File: src/rtl/core/cpfe_pkg.sv
// Package for the cone peak fitness engine: commands, field widths, request
// and result payload types and controller state encoding. No dependencies.
`default_nettype none
package cpfe_pkg;

  localparam int unsigned DataW = 16;
  localparam int unsigned WidthW = 12;
  localparam int unsigned DistW = 18;
  localparam int unsigned ValW = 24;
  localparam int unsigned SumW = 42;
  localparam int unsigned CountW = 5;

  localparam logic [ValW-1:0] ValMin = {1'b1, {(ValW-1){1'b0}}};
  localparam logic [ValW-1:0] ValMax = {1'b0, {(ValW-1){1'b1}}};
  localparam logic [DistW-1:0] DistMax = {DistW{1'b1}};

  typedef enum logic [1:0] {
    CmdLoadCentre = 2'd0,
    CmdLoadPeak   = 2'd1,
    CmdQuery      = 2'd2,
    CmdUnused     = 2'd3
  } cmd_e;

  typedef enum logic {
    CfgPeaks = 1'b0,
    CfgDims  = 1'b1
  } cfg_idx_e;

  typedef struct packed {
    logic [1:0]        command;
    logic [3:0]        peak_index;
    logic [3:0]        dim_index;
    logic [DataW-1:0]  data_value;
    logic [WidthW-1:0] width_value;
    logic              last_coordinate;
  } req_t;

  typedef struct packed {
    logic [3:0]        result_peak;
    logic [DistW-1:0]  distance;
    logic [ValW-1:0]   cone_value;
    logic [ValW-1:0]   best_fitness;
    logic              is_last;
  } res_t;

  typedef enum logic [2:0] {
    StIdle,
    StRead,
    StAccum,
    StSqrt,
    StCone,
    StOut
  } state_e;

  // Controller to datapath.
  typedef struct packed {
    logic clr_acc;
    logic acc_en;
    logic sqrt_start;
    logic sqrt_step;
    logic cone_en;
    logic best_clr;
    logic load_out;
  } cmd_t;

  // Datapath to controller.
  typedef struct packed {
    logic sqrt_done;
  } sts_t;

endpackage
`default_nettype wire

File: src/rtl/core/cpfe_ctrl.sv
// Controller of the cone peak fitness engine: walks peaks and dimensions and
// sequences the datapath. Depends on cpfe_pkg.
`default_nettype none
module cpfe_ctrl #(
  parameter int unsigned PeakW = 4,
  parameter int unsigned DimW = 4
) (
  input  wire logic             clk_i,
  input  wire logic             rst_ni,
  input  wire logic             start_i,
  input  wire logic [PeakW:0]   np_i,
  input  wire logic [DimW:0]    nd_i,
  input  wire logic             out_busy_i,
  input  wire cpfe_pkg::sts_t   sts_i,
  output      cpfe_pkg::cmd_t   cmd_o,
  output      logic [PeakW-1:0] peak_o,
  output      logic [DimW-1:0]  dim_o,
  output      logic             last_peak_o,
  output      logic             busy_o
);
  cpfe_pkg::state_e state_q, state_d;
  logic [PeakW:0] peak_q, peak_d;
  logic [DimW:0]  dim_q, dim_d;
  logic dim_last, peak_last;

  assign dim_last = (dim_q + 1'b1) == nd_i;
  assign peak_last = (peak_q + 1'b1) == np_i;

  always_comb begin
    state_d = state_q;
    peak_d = peak_q;
    dim_d = dim_q;
    unique case (state_q)
      cpfe_pkg::StIdle: begin
        if (start_i) begin
          state_d = cpfe_pkg::StRead;
          peak_d = '0;
          dim_d = '0;
        end
      end
      cpfe_pkg::StRead: state_d = cpfe_pkg::StAccum;
      cpfe_pkg::StAccum: begin
        if (dim_last) begin
          state_d = cpfe_pkg::StSqrt;
        end else begin
          dim_d = dim_q + 1'b1;
          state_d = cpfe_pkg::StRead;
        end
      end
      cpfe_pkg::StSqrt: if (sts_i.sqrt_done) state_d = cpfe_pkg::StCone;
      cpfe_pkg::StCone: state_d = cpfe_pkg::StOut;
      cpfe_pkg::StOut: begin
        if (!out_busy_i) begin
          if (peak_last) begin
            state_d = cpfe_pkg::StIdle;
          end else begin
            peak_d = peak_q + 1'b1;
            dim_d = '0;
            state_d = cpfe_pkg::StRead;
          end
        end
      end
      default: state_d = cpfe_pkg::StIdle;
    endcase
  end

  always_comb begin
    cmd_o = '0;
    unique case (state_q)
      cpfe_pkg::StIdle: begin
        cmd_o.best_clr = start_i;
        cmd_o.clr_acc = start_i;
      end
      cpfe_pkg::StAccum: begin
        cmd_o.acc_en = 1'b1;
        cmd_o.sqrt_start = dim_last;
      end
      cpfe_pkg::StSqrt: cmd_o.sqrt_step = 1'b1;
      cpfe_pkg::StCone: cmd_o.cone_en = 1'b1;
      cpfe_pkg::StOut: begin
        cmd_o.load_out = !out_busy_i;
        cmd_o.clr_acc = !out_busy_i;
      end
      default: cmd_o = '0;
    endcase
  end

  assign peak_o = peak_q[PeakW-1:0];
  assign dim_o = dim_q[DimW-1:0];
  assign last_peak_o = peak_last;
  assign busy_o = state_q != cpfe_pkg::StIdle;

  always_ff @(posedge clk_i or negedge rst_ni) begin
    if (!rst_ni) begin
      state_q <= cpfe_pkg::StIdle;
      peak_q <= '0;
      dim_q <= '0;
    end else begin
      state_q <= state_d;
      peak_q <= peak_d;
      dim_q <= dim_d;
    end
  end
endmodule
`default_nettype wire

File: config.mk
export PLATFORM = sky130hd
export DESIGN_NAME = cpfe_ctrl
export DESIGN_NICKNAME = d
export VERILOG_FILES = /design/src/rtl/core/cpfe_pkg.sv /design/src/rtl/core/cpfe_ctrl.sv
export SDC_FILE = /design/constraint.sdc
export NUM_CORES = 1
export LEC_CHECK = 0
export ABC_CLOCK_PERIOD_IN_PS = 5130
export BUFFER_PORTS_ARGS = -buffer_cell sky130_fd_sc_hd__buf_2
export CAP_MARGIN = 5
export CORE_UTILIZATION = 50
export CTS_CLUSTER_DIAMETER = 80
export CTS_CLUSTER_SIZE = 12
export DETAILED_ROUTE_END_ITERATION = 7
export PLACE_DENSITY_LB_ADDON = 0.12
export SYNTH_ARGS = -nofsm -noshare
export SYNTH_HDL_FRONTEND = slang
export SYNTH_SLANG_ARGS = --single-unit
File: constraint.sdc
create_clock -name clk_i -period 5.13 [get_ports clk_i]
set_input_delay 0.2565 -clock clk_i [delete_from_list [all_inputs] [get_ports clk_i]]
set_output_delay 0.2565 -clock clk_i [all_outputs]
set_load 0.02 [all_outputs]
Word level (Yosys, flattened, before mapping)
Cells that the tools add are included.
{ "word_totals": {"in_bits": 15, "register_bits": 13, "elab_cells": 45, "output_inout_bits": 17} }
{ "op_classes": {"eq_ne": 12, "add_sub_neg": 2, "muxes": 20, "reduce_logical": 8} }
{ "op_table": {"columns": ["op", "count"], "rows": [
  ["two-way mux 5 bit", 6],
  ["one-hot mux 3 bit (6 select lines)", 1],
  ["one-hot mux 5 bit (3 select lines)", 1],
  ["adder 5 x 1 -> 5 bit (second input constant)", 2],
  ["== test 5 bit", 2],
  ["inequality test 2 bit (second input constant)", 5],
  ["one-hot mux 5 bit (2 select lines)", 1],
  ["two-way mux 3 bit", 3],
  ["== test 3 x 2 -> 1 bit (second input constant)", 2],
  ["== test 3 bit (second input constant)", 2],
  ["nonzero test 3 bit", 2],
  ["two-way mux 1 bit", 5],
  ["AND reduction 5 bit", 1],
  ["two-way mux 2 bit", 2],
  ["AND reduction 4 bit", 1],
  ["== test 3 x 1 -> 1 bit (second input constant)", 1],
  ["logical NOT 3 bit", 1],
  ["AND reduction 3 bit", 1],
  ["one-hot mux 1 bit (2 select lines)", 1],
  ["nonzero test 2 bit", 1],
  ["logical NOT 1 bit", 1]
]} }

Logic depth before layout (Yosys ltp)
{ "logic_depth": {"depth_word": 5, "depth_mapped": 6, "ltp_nobuf": 6} }

Worst setup path after synthesis
OpenSTA, ideal clock, no wires.
{ "synth_timing": {"path_type": "register to register", "startpoint": "register peak_q[0]", "endpoint": "register peak_q[2]", "period_less_slack_ns": 2.033, "required_time_ns": 5.004, "path_buffers": 0, "setup_time_ns": 0.126, "stages_incl_launch_ff": 7, "arrival_ns": 1.907, "setup_slack_ns": 3.097, "path_cell_list": "dfrtp_1 > ha_1 > xor2_1 > o21a_1 > a211oi_4 > o21ai_2 > a221o_1"} }
{ "synth_via": {"elab_chain_len": 4, "elab_cells_between_ends": 7, "classes_between": "add/sub: 1; eq/ne: 2; mux: 3; reduce/logical: 1"} }
{ "synth_lines": {"columns": ["element", "line_no", "text"], "rows": [
  ["start: declaration", "cpfe_ctrl.sv:22", "logic [PeakW:0] peak_q, peak_d;"],
  ["start signal: assignment", "cpfe_ctrl.sv:100", "peak_q <= peak_d;"],
  ["adder 5 x 1 -> 5 bit", "cpfe_ctrl.sv:27", "assign peak_last = (peak_q + 1'b1) == np_i;"],
  ["== test 5 bit", "cpfe_ctrl.sv:27", null],
  ["named net last_peak_o", "cpfe_ctrl.sv:18", "output logic last_peak_o,"],
  ["inequality test 2 bit (no line)", null, null],
  ["AND reduction 4 bit (no line)", null, null]
]} }
The timed path passes the listed nets, and every way through them passes these cells. The select of a mux whose other input is x is not followed.
A chain may end at the register's enable or synchronous reset.

Worst setup path after layout
{ "layout_timing": {"startpoint": "register peak_q[0]", "endpoint": "output last_peak_o"} }
{ "layout_via": {"elab_chain_len": 2} }
{ "layout_lines": {"columns": ["element", "line_no"], "rows": [
  ["adder 5 x 1 -> 5 bit", "cpfe_ctrl.sv:27"],
  ["== test 5 bit", "cpfe_ctrl.sv:27"],
  ["end: declaration", "cpfe_ctrl.sv:18"]
]} }
No other way between the ends.

==> flow_metrics.env <==
export IMPL_grt_pass1_wl_mm=3.270
export IMPL_vdd_ir_drop_max_v=0.0002182
export IMPL_syn_cell_area_um2=1030
export IMPL_r2r_cells=6
export IMPL_crit_chain="ha_1, xor2_1, o21a_1, a211oi_4, buf_2"
export IMPL_dp_cells=161
export IMPL_end_kind="output port"
export IMPL_die_h_um=47.38
export IMPL_fin_area_um2=1191
export IMPL_synth_seq_cells=13
export IMPL_fmax_mhz=450.2
export IMPL_timing_max_cap_violations=0
export IMPL_clock_sinks=13
export IMPL_grt_pass1_vias=739
export IMPL_switchingPower_mw=0.2364
export IMPL_synth_top_cell_area_share_pct=31.59
export IMPL_p_leak_nw=0.6081
export IMPL_initial_core_util_pct=53.03
export IMPL_p_comb_share_pct=54.3
export IMPL_timing_rr_start="peak_q[0]"
export IMPL_final_hold_violation_count=0
export IMPL_power_mw=0.5049
export IMPL_yosysTopAreaCell="dfrtp_1"
export IMPL_rows=16
export IMPL_synth_edf_count=0
export IMPL_dp_hpwl_mm=1.640
export IMPL_clk_path_buf_depth=2
export IMPL_p_sw_share_pct=46.81
export IMPL_port_buffers=31
export IMPL_dpl_cell_area_um2=1155
export IMPL_syn_num_nets=129
export IMPL_async_flop_share_pct=100.0
export IMPL_hold_depth=2
export IMPL_required_ns=4.87
export IMPL_cts_tree="yes"
export IMPL_synth_main_ff_cell="dfrtp_1"
export IMPL_final_cell_count_no_fill=166
export IMPL_worst_path_stages=5
export IMPL_cp_buffers_inverters=1
export IMPL_antenna_cells=0
export IMPL_synthMuxAreaShare_pct=1.094
export IMPL_wl_per_cell_um=12.77
export IMPL_worstSetupStartpointType="register"
export IMPL_coreArea_um2=1942
export IMPL_num_fill_cells=194
export IMPL_synth_xor_area_share_pct=11.91
export IMPL_rrSetupSlack_ns=3.04
export IMPL_synth_fa_ha_area_share_pct=2.430
export IMPL_synth_cells=112
export IMPL_skew_ns=0.002704
export IMPL_status="completed"
export IMPL_rsz0062_at_grt="false"
export IMPL_final_max_slew_violation_count=0
export IMPL_antenna_found_initial=0
export IMPL_worst_ep_arrival_time_ns=1.96
export IMPL_whs_ns=0.2322
export IMPL_relSlewSlack_pct=73.71
export IMPL_drt_total_wl_mm=2.119
export IMPL_place_ws_ns=3.069
export IMPL_clock_latency_ns=0.28
export IMPL_crit_start="peak_q[0]"
export IMPL_pwr_share_clk_pct=13.1
export IMPL_synth_common_cells="dfrtp_1, xnor2_1, buf_4"
export IMPL_crit_path_end="last_peak_o"
export IMPL_synth_top_family_by_area="compound AO/OA/AOI/OAI gates"
export IMPL_gr_total_overflow=0
export IMPL_pwr_density_cell_nw_per_um2=423.9
export IMPL_path_clk_slew_ns=0.08
export IMPL_track_usage_pct=20.73
export IMPL_num_vias=921
export IMPL_yosysMostFrequentCell="dfrtp_1"
export IMPL_die_area_um2=2245
export IMPL_critical_path_class="reg2out"
export IMPL_die_w_um=47.38
export IMPL_p_seq_share_pct=32.6
export IMPL_drt_initial_drc_count=17
export IMPL_worstPathMaxFanout=7
export IMPL_synthTopCellsByArea="dfrtp_1, xnor2_1, buf_4"
export IMPL_cts_buffers=3
export IMPL_critPathMaxStageDelay_ns=0.45
export IMPL_finalSetupTns_ns=0
export IMPL_synth_compound_area_share_pct=23.57
export IMPL_worst_slack_ns=2.909
export IMPL_dr_pass1_iters=4
export IMPL_drc=0
export IMPL_viasPerCell=5.548
export IMPL_drive_above_1_share_pct=30.94
export IMPL_gp_congestion=0.7860
export IMPL_min_path_type="in2reg"
export IMPL_seq_area_frac_synth_pct=31.59
export IMPL_fin_util_pct=61.34
export IMPL_yosysWarnings=0
export IMPL_synthSimpleGateAreaFrac_pct=21.02
export IMPL_grt_max_degree=14
export IMPL_synth_cell_types=40
export IMPL_ant_nets=0
export IMPL_crit_family="compound AO/OA/AOI/OAI gates"
export IMPL_finalNetCount=157
export IMPL_syn2layout_area_growth_pct=15.67
export IMPL_min_period_ns=2.221
export IMPL_finalSetupViolCount=0
export IMPL_slowest_stage="dfrtp_1"
export IMPL_cellInternalPower_mw=0.2685
export IMPL_timing_rr_end="peak_q[3]"
export IMPL_max_slew_worst_pin_slew_ns=0.3916
export IMPL_io_pins=32
export IMPL_synth_avg_cell_area_um2=9.194
export IMPL_period_share_pct=43.30
export IMPL_cts_root_buf="clkbuf_4"
export IMPL_h_tree_depth=1
[layout make-up]
| cell class | count | area (um2) | share of cell area, % |
|---|---|---|---|
| Clock buffer | 4 | 26.28 | 2.206 |
| Inverter | 6 | 22.52 | 1.891 |
| Multi-Input combinational cell | 84 | 618.1 | 51.89 |
| Timing Repair Buffer | 32 | 165.2 | 13.87 |
| Sequential cell | 13 | 325.3 | 27.31 |
| Tap cell | 27 | 33.78 | 2.836 |
[how the worst min path moves through the flow]
stage	from	end	slack [ns]
after floorplan	rst_ni	dim_q[0]	-0.04
after global placement	rst_ni	dim_q[3]	0.17
after detailed placement	rst_ni	dim_q[4]	0.17
after CTS	sts_i	state_q[2]	0.24
after global routing	sts_i	state_q[2]	0.25
final	sts_i	state_q[2]	0.23
[power by group through the flow]
stage | clock network (mW) | registers [mW] | logic [mW]
3_3_place_gp | 0 | 0.166 | 0.272
6_report | 0.0659 | 0.165 | 0.274
2_1_floorplan | 0 | 0.152 | 0.230
4_1_cts | 0.0657 | 0.164 | 0.277
3_5_place_dp | 0 | 0.166 | 0.275
5_1_grt | 0.0720 | 0.172 | 0.306
[cells in the final DEF, fill, tap and decap left out, drive strengths merged, types with 5 or more instances in the layout]
| master | Yosys | routed |
|---|---|---|
| inv | 6 | 6 |
| dfrtp | 13 | 13 |
| buf | 8 | 31 |
| nor2 | 7 | 7 |
| nor3 | 5 | 5 |
| nand2 | 5 | 5 |
| xnor2 | 9 | 9 |
| a21oi | 6 | 6 |
| xor2 | 5 | 5 |
[cell families (layout without fill, tap and decap cells)]
group	Yosys count	count (layout)
DFF	13	13
AOI/OAI and AO/OA	28	28
muxes	1	1
buffers and inverters	15	42
adders and majority gates	2	2
xor gates and xnor gates	14	14
and+or+nand+nor	39	39
[state kept, by name, indices dropped and copies added, names as in the netlist]
signal / flops
dim_q: 5
peak_q: 5
state_q: 3
[repair_timing]
action,CTS,global route
hold buffers,1,0
setup buffers,0,0
endpoints found under the hold margin,13,0
resized for setup,0,0
[layer usage]
metal | part of all wire, % | global-route usage (%) | vias to the layer above
met4 | 0.42 | 5.143 | 0
li1 | - | - | 459
met3 | 4.3 | 3.462 | 2
met5 | 0 | 0 | -
met2 | 48 | 33.70 | 25
met1 | 47 | 28.54 | 435
(Power assumes the default switching activity.)
